File: src/design/mission_transfer_protocol_defines.svh
// Assertion helpers for the mission transfer block.
// Each macro needs clk_i and rst_ni in scope.
`ifndef MISSION_TRANSFER_PROTOCOL_DEFINES_SVH
`define MISSION_TRANSFER_PROTOCOL_DEFINES_SVH

// Same-cycle implication
`define MTP_ASSERT_IMP(label, ante, cons) \
  label: assert property (@(posedge clk_i) disable iff (!rst_ni) (ante) |-> (cons)) \
    else $error("mtp: implication check failed");

// Next-cycle implication
`define MTP_ASSERT_NXT(label, ante, cons) \
  label: assert property (@(posedge clk_i) disable iff (!rst_ni) (ante) |=> (cons)) \
    else $error("mtp: next-cycle check failed");

`endif

File: src/design/mtp_pkg.sv
`timescale 1ns / 1ps

package mtp_pkg;

  // Event kinds
  localparam logic [2:0] KIND_COUNT    = 3'd0;
  localparam logic [2:0] KIND_ITEM     = 3'd1;
  localparam logic [2:0] KIND_REQ_LIST = 3'd2;
  localparam logic [2:0] KIND_REQ_ITEM = 3'd3;
  localparam logic [2:0] KIND_ACK      = 3'd4;
  localparam logic [2:0] KIND_CLEAR    = 3'd5;
  localparam logic [2:0] KIND_TICK     = 3'd6;

  // Outgoing message kinds
  localparam logic [2:0] MSG_NONE  = 3'd0;
  localparam logic [2:0] MSG_COUNT = 3'd1;
  localparam logic [2:0] MSG_REQ   = 3'd2;
  localparam logic [2:0] MSG_ITEM  = 3'd3;
  localparam logic [2:0] MSG_ACK   = 3'd4;

  // Acknowledge codes
  localparam logic [1:0] ACK_ACCEPTED    = 2'd0;
  localparam logic [1:0] ACK_ERROR       = 2'd1;
  localparam logic [1:0] ACK_NO_SPACE    = 2'd2;
  localparam logic [1:0] ACK_INVALID_SEQ = 2'd3;

  // Store commands
  localparam logic [1:0] STORE_NONE  = 2'd0;
  localparam logic [1:0] STORE_CLEAR = 2'd1;
  localparam logic [1:0] STORE_ADD   = 2'd2;
  localparam logic [1:0] STORE_READ  = 2'd3;

  // Configuration register indexes
  localparam logic [1:0] CFG_TIMEOUT   = 2'd0;
  localparam logic [1:0] CFG_RETRIES   = 2'd1;
  localparam logic [1:0] CFG_WAYPOINTS = 2'd2;

  // Configuration reset values
  localparam logic [15:0] TIMEOUT_RST   = 16'd2000;
  localparam logic [3:0]  RETRIES_RST   = 4'd5;
  localparam logic [15:0] WAYPOINTS_RST = 16'd64;

  localparam logic [7:0] TYPE_ALL       = 8'd255;
  localparam logic [7:0] BCAST_SYSTEM   = 8'd255;
  localparam logic [7:0] BCAST_COMP     = 8'd0;
  localparam logic [3:0] RETRY_SAT      = 4'd15;

  typedef struct packed {
    logic [15:0] timeout_ticks;
    logic [3:0]  max_retries;
    logic [15:0] max_waypoints;
  } cfg_t;

  typedef struct packed {
    logic [2:0]  kind;
    logic [15:0] item_count;
    logic [15:0] seq;
    logic [7:0]  plan_type;
    logic        store_ok;
    logic [15:0] stored_count;
    logic [7:0]  peer_system;
    logic [7:0]  peer_component;
  } event_t;

  typedef struct packed {
    logic [2:0]  msg_kind;
    logic [15:0] msg_seq;
    logic [1:0]  ack_code;
    logic [7:0]  msg_plan_type;
    logic [1:0]  store_op;
    logic [7:0]  dest_system;
    logic [7:0]  dest_component;
    logic        upload_active;
    logic        download_active;
  } result_t;

  typedef struct packed {
    logic        receiving;
    logic        sending;
    logic [15:0] expected_count;
    logic [15:0] next_index;
    logic [7:0]  session_type;
    logic [15:0] recv_idle;
    logic [15:0] send_idle;
    logic [3:0]  retry_count;
  } sess_t;

endpackage

File: src/design/mtp_cfg_regs.sv
`timescale 1ns / 1ps

module mtp_cfg_regs (
  input  logic                clk_i,
  input  logic                rst_ni,
  input  logic                cfg_we_i,
  input  logic [1:0]          cfg_idx_i,
  input  logic [15:0]         cfg_wdata_i,
  output mtp_pkg::cfg_t       cfg_o
);

  mtp_pkg::cfg_t cfg_q;
  mtp_pkg::cfg_t cfg_d;

  // Decode the write; unknown indexes are dropped
  always_comb begin
    cfg_d = cfg_q;
    if (cfg_we_i) begin
      case (cfg_idx_i)
        mtp_pkg::CFG_TIMEOUT:   cfg_d.timeout_ticks = cfg_wdata_i;
        mtp_pkg::CFG_RETRIES:   cfg_d.max_retries   = cfg_wdata_i[3:0];
        mtp_pkg::CFG_WAYPOINTS: cfg_d.max_waypoints = cfg_wdata_i;
        default:                cfg_d = cfg_q;
      endcase
    end
  end

  always_ff @(posedge clk_i or negedge rst_ni) begin
    if (!rst_ni) begin
      cfg_q.timeout_ticks <= mtp_pkg::TIMEOUT_RST;
      cfg_q.max_retries   <= mtp_pkg::RETRIES_RST;
      cfg_q.max_waypoints <= mtp_pkg::WAYPOINTS_RST;
    end else begin
      cfg_q <= cfg_d;
    end
  end

  assign cfg_o = cfg_q;

endmodule

File: src/design/mtp_engine.sv
`timescale 1ns / 1ps

module mtp_engine (
  input  logic              clk_i,
  input  logic              rst_ni,
  input  logic              adv_i,
  input  mtp_pkg::event_t   ev_i,
  input  mtp_pkg::cfg_t     cfg_i,
  output mtp_pkg::result_t  res_o
);

  mtp_pkg::sess_t   st_q;
  mtp_pkg::sess_t   st_d;
  mtp_pkg::result_t res;
  logic [15:0]      nidx;

  assign nidx = st_q.next_index + 16'd1;

  // Session update and outgoing message for the event in the input stage
  always_comb begin
    st_d = st_q;
    res  = '0;
    case (ev_i.kind)
      mtp_pkg::KIND_COUNT: begin
        if (ev_i.item_count != 16'd0) begin
          res.dest_system    = ev_i.peer_system;
          res.dest_component = ev_i.peer_component;
          res.msg_plan_type  = ev_i.plan_type;
          if (ev_i.item_count > cfg_i.max_waypoints) begin
            res.msg_kind = mtp_pkg::MSG_ACK;
            res.ack_code = mtp_pkg::ACK_NO_SPACE;
          end else begin
            st_d.expected_count = ev_i.item_count;
            st_d.session_type   = ev_i.plan_type;
            st_d.receiving      = 1'b1;
            st_d.next_index     = '0;
            st_d.recv_idle      = '0;
            st_d.retry_count    = '0;
            res.store_op        = mtp_pkg::STORE_CLEAR;
            res.msg_kind        = mtp_pkg::MSG_REQ;
          end
        end
      end
      mtp_pkg::KIND_ITEM: begin
        if (st_q.receiving) begin
          res.dest_system    = ev_i.peer_system;
          res.dest_component = ev_i.peer_component;
          res.msg_plan_type  = st_q.session_type;
          if (ev_i.seq != st_q.next_index) begin
            // wrong sequence: ask again for the expected index
            res.msg_kind     = mtp_pkg::MSG_REQ;
            res.msg_seq      = st_q.next_index;
            st_d.recv_idle   = '0;
            st_d.retry_count = '0;
          end else begin
            res.store_op = mtp_pkg::STORE_ADD;
            if (!ev_i.store_ok) begin
              st_d.receiving = 1'b0;
              res.msg_kind   = mtp_pkg::MSG_ACK;
              res.ack_code   = mtp_pkg::ACK_ERROR;
            end else if (nidx == st_q.expected_count) begin
              st_d.receiving      = 1'b0;
              st_d.expected_count = '0;
              st_d.next_index     = '0;
              res.msg_kind        = mtp_pkg::MSG_ACK;
              res.ack_code        = mtp_pkg::ACK_ACCEPTED;
            end else begin
              st_d.next_index  = nidx;
              st_d.recv_idle   = '0;
              st_d.retry_count = '0;
              res.msg_kind     = mtp_pkg::MSG_REQ;
              res.msg_seq      = nidx;
            end
          end
        end
      end
      mtp_pkg::KIND_REQ_LIST: begin
        res.msg_kind       = mtp_pkg::MSG_COUNT;
        res.msg_seq        = ev_i.stored_count;
        res.dest_system    = ev_i.peer_system;
        res.dest_component = ev_i.peer_component;
        if (ev_i.stored_count != 16'd0) begin
          st_d.sending   = 1'b1;
          st_d.send_idle = '0;
        end
      end
      mtp_pkg::KIND_REQ_ITEM: begin
        if (st_q.sending) begin
          res.store_op       = mtp_pkg::STORE_READ;
          res.dest_system    = ev_i.peer_system;
          res.dest_component = ev_i.peer_component;
          if (!ev_i.store_ok) begin
            st_d.sending = 1'b0;
            res.msg_kind = mtp_pkg::MSG_ACK;
            res.ack_code = mtp_pkg::ACK_INVALID_SEQ;
          end else begin
            res.msg_kind      = mtp_pkg::MSG_ITEM;
            res.msg_seq       = ev_i.seq;
            res.msg_plan_type = st_q.session_type;
            st_d.send_idle    = '0;
          end
        end
      end
      mtp_pkg::KIND_ACK: begin
        st_d.sending = 1'b0;
      end
      mtp_pkg::KIND_CLEAR: begin
        res.msg_kind       = mtp_pkg::MSG_ACK;
        res.msg_plan_type  = mtp_pkg::TYPE_ALL;
        res.dest_system    = ev_i.peer_system;
        res.dest_component = ev_i.peer_component;
        if (st_q.sending || st_q.receiving) begin
          res.ack_code = mtp_pkg::ACK_ERROR;
        end else begin
          res.store_op = mtp_pkg::STORE_CLEAR;
          res.ack_code = mtp_pkg::ACK_ACCEPTED;
        end
      end
      mtp_pkg::KIND_TICK: begin
        // download: close silently on expiry
        if (st_q.sending) begin
          if (st_q.send_idle >= cfg_i.timeout_ticks) begin
            st_d.sending = 1'b0;
          end else begin
            st_d.send_idle = st_q.send_idle + 16'd1;
          end
        end
        // upload: re-request with broadcast target, or give up
        if (st_q.receiving) begin
          if (st_q.recv_idle >= cfg_i.timeout_ticks) begin
            if (st_q.retry_count <= cfg_i.max_retries) begin
              res.msg_kind       = mtp_pkg::MSG_REQ;
              res.msg_seq        = st_q.next_index;
              res.msg_plan_type  = st_q.session_type;
              res.dest_system    = mtp_pkg::BCAST_SYSTEM;
              res.dest_component = mtp_pkg::BCAST_COMP;
              st_d.recv_idle     = '0;
              if (st_q.retry_count != mtp_pkg::RETRY_SAT) begin
                st_d.retry_count = st_q.retry_count + 4'd1;
              end
            end else begin
              st_d.receiving = 1'b0;
            end
          end else begin
            st_d.recv_idle = st_q.recv_idle + 16'd1;
          end
        end
      end
      default: begin
        st_d = st_q;
      end
    endcase
    res.upload_active   = st_d.receiving;
    res.download_active = st_d.sending;
  end

  always_ff @(posedge clk_i or negedge rst_ni) begin
    if (!rst_ni) begin
      st_q <= '0;
    end else if (adv_i) begin
      st_q <= st_d;
    end
  end

  assign res_o = res;

endmodule

File: src/design/mission_transfer_protocol.sv
// Mission transfer handshake: one result per accepted request.
// The request is held in the input register, passes the session logic and is
// loaded into the result register when that is free, which frees the input side.
// Throughput: one request per cycle while out_stall_i is low.
// Reset (rst_ni low, async): sessions closed, counters zero, both stages empty,
// timeout 2000, retries 5, waypoint limit 64.
`timescale 1ns / 1ps
`include "mission_transfer_protocol_defines.svh"

module mission_transfer_protocol (
  input  logic        clk_i,
  input  logic        rst_ni,
  // configuration
  input  logic        cfg_we_i,
  input  logic [1:0]  cfg_idx_i,
  input  logic [15:0] cfg_wdata_i,
  // request channel
  input  logic        in_valid_i,
  output logic        in_stall_o,
  input  logic [2:0]  kind_i,
  input  logic [15:0] item_count_i,
  input  logic [15:0] seq_i,
  input  logic [7:0]  plan_type_i,
  input  logic        store_ok_i,
  input  logic [15:0] stored_count_i,
  input  logic [7:0]  peer_system_i,
  input  logic [7:0]  peer_component_i,
  // result channel
  output logic        out_valid_o,
  input  logic        out_stall_i,
  output logic [2:0]  msg_kind_o,
  output logic [15:0] msg_seq_o,
  output logic [1:0]  ack_code_o,
  output logic [7:0]  msg_plan_type_o,
  output logic [1:0]  store_op_o,
  output logic [7:0]  dest_system_o,
  output logic [7:0]  dest_component_o,
  output logic        upload_active_o,
  output logic        download_active_o
);

  mtp_pkg::cfg_t    cfg;
  mtp_pkg::event_t  ev_q;
  mtp_pkg::result_t res;
  mtp_pkg::result_t res_q;
  logic             in_valid_q;
  logic             in_valid_d;
  logic             out_valid_q;
  logic             out_valid_d;
  logic             accept;
  logic             adv;
  logic             out_coded;
  logic             out_is_ack;
  logic             out_is_none;
  logic             out_blank;

  mtp_cfg_regs u_cfg (
    .clk_i       (clk_i),
    .rst_ni      (rst_ni),
    .cfg_we_i    (cfg_we_i),
    .cfg_idx_i   (cfg_idx_i),
    .cfg_wdata_i (cfg_wdata_i),
    .cfg_o       (cfg)
  );

  // Stage handshake: input stage moves when the result register is free
  assign adv        = in_valid_q && (!out_valid_q || !out_stall_i);
  assign in_stall_o = in_valid_q && !adv;
  assign accept     = in_valid_i && !in_stall_o;

  always_comb begin
    in_valid_d = in_valid_q;
    if (accept) begin
      in_valid_d = 1'b1;
    end else if (adv) begin
      in_valid_d = 1'b0;
    end
    out_valid_d = out_valid_q;
    if (adv) begin
      out_valid_d = 1'b1;
    end else if (!out_stall_i) begin
      out_valid_d = 1'b0;
    end
  end

  always_ff @(posedge clk_i or negedge rst_ni) begin
    if (!rst_ni) begin
      in_valid_q  <= 1'b0;
      out_valid_q <= 1'b0;
    end else begin
      in_valid_q  <= in_valid_d;
      out_valid_q <= out_valid_d;
    end
  end

  // Request register
  always_ff @(posedge clk_i) begin
    if (accept) begin
      ev_q.kind           <= kind_i;
      ev_q.item_count     <= item_count_i;
      ev_q.seq            <= seq_i;
      ev_q.plan_type      <= plan_type_i;
      ev_q.store_ok       <= store_ok_i;
      ev_q.stored_count   <= stored_count_i;
      ev_q.peer_system    <= peer_system_i;
      ev_q.peer_component <= peer_component_i;
    end
  end

  mtp_engine u_engine (
    .clk_i  (clk_i),
    .rst_ni (rst_ni),
    .adv_i  (adv),
    .ev_i   (ev_q),
    .cfg_i  (cfg),
    .res_o  (res)
  );

  // Result register
  always_ff @(posedge clk_i) begin
    if (adv) begin
      res_q <= res;
    end
  end

  assign out_valid_o       = out_valid_q;
  assign msg_kind_o        = res_q.msg_kind;
  assign msg_seq_o         = res_q.msg_seq;
  assign ack_code_o        = res_q.ack_code;
  assign msg_plan_type_o   = res_q.msg_plan_type;
  assign store_op_o        = res_q.store_op;
  assign dest_system_o     = res_q.dest_system;
  assign dest_component_o  = res_q.dest_component;
  assign upload_active_o   = res_q.upload_active;
  assign download_active_o = res_q.download_active;

  // Terms for the checks
  assign out_coded   = out_valid_o && (ack_code_o != mtp_pkg::ACK_ACCEPTED);
  assign out_is_ack  = (msg_kind_o == mtp_pkg::MSG_ACK);
  assign out_is_none = out_valid_o && (msg_kind_o == mtp_pkg::MSG_NONE);
  assign out_blank   = (dest_system_o == 8'd0) && (msg_seq_o == 16'd0);

  // Checks
  `MTP_ASSERT_NXT(a_adv_loads_result, adv, out_valid_o)
  `MTP_ASSERT_IMP(a_stall_only_when_full, in_stall_o, in_valid_q && out_valid_q)
  `MTP_ASSERT_IMP(a_ack_code_only_on_ack, out_coded, out_is_ack)
  `MTP_ASSERT_IMP(a_none_has_no_dest, out_is_none, out_blank)

endmodule
File: config.mk
export PLATFORM = sky130hd
export DESIGN_NAME = mission_transfer_protocol
export DESIGN_NICKNAME = d
export VERILOG_FILES = /design/src/design/mtp_pkg.sv /design/src/design/mtp_cfg_regs.sv /design/src/design/mtp_engine.sv /design/src/design/mission_transfer_protocol.sv
export VERILOG_INCLUDE_DIRS = /design/src /design/src/design
export SDC_FILE = /design/constraint.sdc
export NUM_CORES = 1
export LEC_CHECK = 0
export BUFFER_PORTS_ARGS = -buffer_cell sky130_fd_sc_hd__buf_2
export CORE_UTILIZATION = 50
export DETAILED_ROUTE_END_ITERATION = 7
export MAX_ROUTING_LAYER = met4
export PLACE_DENSITY = 0.71
export SLEW_MARGIN = 20
export SYNTH_ARGS = -nofsm -noshare
export SYNTH_HDL_FRONTEND = slang
export SYNTH_SLANG_ARGS = --single-unit
File: constraint.sdc
create_clock -name clk_i -period 6.1 [get_ports clk_i]
set_clock_uncertainty 0.2 [all_clocks]
set_input_delay 0.915 -clock clk_i [delete_from_list [all_inputs] [get_ports clk_i]]
set_output_delay 0.915 -clock clk_i [all_outputs]
set_load 0.02 [all_outputs]
==> flow_metrics.env <==
export IMPL_required_ns=6.29
export IMPL_synthFlopType="edfxtp_1"
export IMPL_syn_num_nets=1223
export IMPL_critPathMaxFanout=20
export IMPL_path_cells="ha_1 > and3_1 > nand3_1 > xnor2_1 > a221o_1 > nor4_4 > nor3b_2 > buf_4 > or3_1 > o21ai_1"
export IMPL_grt_overflow=0
export IMPL_crit_arrival_ns=4.47
export IMPL_cpLargestDelayFamily="simple AND/OR/NAND/NOR gates"
export IMPL_syn_area_um2=12100
export IMPL_dp_cells=1493
export IMPL_relSlewSlack=0.303
export IMPL_drv_cap=0
export IMPL_drive_gt1_frac=0.212
export IMPL_grt_pass1_wl_um=47300
export IMPL_fin_area_um2=14000
export IMPL_setup_violations=0
export IMPL_initial_core_util=0.513
export IMPL_path_clk_slew_ns=0.06
export IMPL_mostFrequentLayoutCells="buf_2, edfxtp_1, dfrtp_1"
export IMPL_ys_seq_area_frac=0.550
export IMPL_cts_made_buffers=27
export IMPL_place_gp_congestion=0.893
export IMPL_fillers=2008
export IMPL_ctsHoldBuffers=0
export IMPL_die_area_um2=24900
export IMPL_h_tree_depth=1
export IMPL_syn_inst=1068
export IMPL_cts_resized=0
export IMPL_cp_slowest_cell="nor4_4"
export IMPL_critPathKind="reg2reg"
export IMPL_firstDrtPassIters=5
export IMPL_peakVddDrop_v=0.000242
export IMPL_status="finished clean"
export IMPL_endpoint_kind="register"
export IMPL_worst_pin_slew_ns=1.05
export IMPL_synthDistinctLibCells=72
export IMPL_cp_num_buf_inv=1
export IMPL_drv_slew=0
export IMPL_drt_iter0_drc=705
export IMPL_grt_pass1_vias=8866
export IMPL_rows=56
export IMPL_cts_buffer_depth=3
export IMPL_rsz0062_at_grt="false"
export IMPL_vias=9133
export IMPL_clock_fmax_mhz=234
export IMPL_n_antenna_cell=0
export IMPL_finalSetupTns_ns=0
export IMPL_io_pins=150
export IMPL_ys_ff_latch=241
export IMPL_multi_input_area_um2=5000
export IMPL_hp_class="reg2reg"
export IMPL_port_buffers=149
export IMPL_cts_tree="done"
export IMPL_instances_no_fill=1542
export IMPL_slowest_delay_ns=0.58
export IMPL_placed_cell_area_um2=13100
export IMPL_min_period_ns=4.28
export IMPL_routed_wl_um=29900
export IMPL_die_w_um=158
export IMPL_powerDensity_nw_per_um2=327
export IMPL_via_per_inst=5.92
export IMPL_antenna_found_initial=0
export IMPL_cts_sinks=241
export IMPL_clk_insertion_delay_late_ns=0.54
export IMPL_period_share=0.701
export IMPL_cellLeakagePower_nw=6.00
export IMPL_syn_area_per_cell_um2=11.3
export IMPL_final_common_cell="buf_2"
export IMPL_seq_area_um2=6670
export IMPL_syn_to_final_growth_pct=15.6
export IMPL_ant_nets=0
export IMPL_wl_per_cell_um=19.4
export IMPL_grt_max_degree=77
export IMPL_yosysWarnings=0
export IMPL_root_buffer="clkbuf_16"
export IMPL_core_um2=23600
export IMPL_nets=1358
export IMPL_crit_path_start_kind="register"
export IMPL_cts_setup_buffers=0
export IMPL_route_detailed_drc=0
export IMPL_dpl_hpwl_um=21300
export IMPL_hold_viol=0
export IMPL_synthArstFlopShare=0.481
export IMPL_grtUsageTotal=0.251
export IMPL_synth_edf_count=125
export IMPL_die_h_um=158
[synth_stat cells (all sizes together), types with 8 or more instances]
master / instances / share of area
or3: 8 / 0.0041
o31ai: 30 / 0.019
nand4: 19 / 0.012
a211oi: 8 / 0.0050
buf: 25 / 0.012
o21ai: 60 / 0.025
o2111ai: 8 / 0.0058
dfrtp: 107 / 0.22
dfstp: 9 / 0.020
nor3: 17 / 0.0074
xnor2: 21 / 0.015
a31oi: 10 / 0.0052
nor2: 50 / 0.015
a22oi: 11 / 0.0068
a22o: 24 / 0.017
a221o: 12 / 0.0099
xor2: 21 / 0.015
and3: 13 / 0.0067
nand3: 30 / 0.013
ha: 56 / 0.058
mux2: 31 / 0.029
a21o: 12 / 0.0074
inv: 60 / 0.019
o211ai: 8 / 0.0050
nand2b: 18 / 0.0093
and2: 13 / 0.0067
a21oi: 40 / 0.017
nand2: 88 / 0.027
edfxtp: 125 / 0.31
clkbuf: 29 / 0.0090
nor4: 26 / 0.016
[registers in the layout, indices dropped and copies added (netlist names)]
register           flops
u_engine.st_q         78
ev_q                  76
u_cfg.cfg_o           36
msg_seq_o             16
dest_component_o       8
dest_system_o          8
msg_plan_type_o        8
msg_kind_o             3
ack_code_o             2
store_op_o             2
download_active_o      1
in_valid_q             1
out_valid_o            1
upload_active_o        1
[through the flow]
step	setup slack (ns)	total power [mW]	hold WS (ns)	util
2_1_floorplan	2.30	2.71	0.256	-
3_3_place_gp	1.95	2.96	0.281	0.555
3_5_place_dp	1.91	2.98	0.294	0.555
4_1_cts	1.91	4.60	0.307	0.593
5_1_grt	1.58	4.79	0.318	0.593
6_report	1.82	4.58	0.304	0.593
[layer usage]
metal	vias to the layer above	routed length [um]	GRT usage
met5	-	0	-
met4	0	769	0.0800
met3	56	1430	0.0276
met2	298	14900	0.416
met1	4485	12700	0.325
li1	4294	-	-
[kinds of logic (layout without fill, tap and decap cells)]
| family | Yosys count | count (layout) | synth area share |
|---|---|---|---|
| AO/OA/AOI/OAI | 267 | 267 | 0.154 |
| XOR/XNOR | 42 | 42 | 0.0304 |
| adder cells (fa/ha/maj) | 56 | 56 | 0.0578 |
| buffers and inverters | 114 | 269 | 0.0392 |
| flip-flops | 241 | 241 | 0.550 |
| multiplexers | 33 | 33 | 0.0305 |
| AND/OR/NAND/NOR | 315 | 315 | 0.138 |
[where the power goes]
part           internal (mW)  switching (mW)  leakage [nW]
Clock                  0.952           0.664         0.429
Sequential              1.96           0.209          2.68
Combinational          0.356           0.434          2.89
Total                   3.27            1.31          6.00
[area by class of cell]
class,instances,share of cell area
clock inverter,18,0.0130
sequential,241,0.476
inverter,60,0.0161
tap,319,0.0285
multi-input combinational,713,0.357
clock buffer,31,0.0500
timing repair buffer,160,0.0593
[path summary, 6_finish.rpt]
| kind | from | end | cells after the start | slack, ns |
|---|---|---|---|---|
| setup / recovery | u_engine.st_q[44] | u_engine.st_q[29] | 10 | 1.82 |
| hold / removal | u_cfg.cfg_o[3] | u_cfg.cfg_o[3] | 1 | 0.30 |
| setup reg to reg | u_engine.st_q[44] | u_engine.st_q[29] | 10 | 1.82 |
| hold reg to reg | u_cfg.cfg_o[3] | u_cfg.cfg_o[3] | 1 | 0.30 |
| max in group asynchronous | rst_ni | u_engine.st_q[36] | 2 | 4.22 |
| min in group asynchronous | rst_ni | u_engine.st_q[70] | 1 | 0.31 |
[worst reg2reg max path, cell delays in order, from the launching register on]
cell and delay [ns]:
dfrtp_1 0.54, ha_1 0.37, and3_1 0.39, nand3_1 0.27, xnor2_1 0.20, a221o_1 0.33
nor4_4 0.58, nor3b_2 0.34, buf_4 0.29, or3_1 0.46, o21ai_1 0.15
No activity file was read; power rests on OpenSTA's default activity.
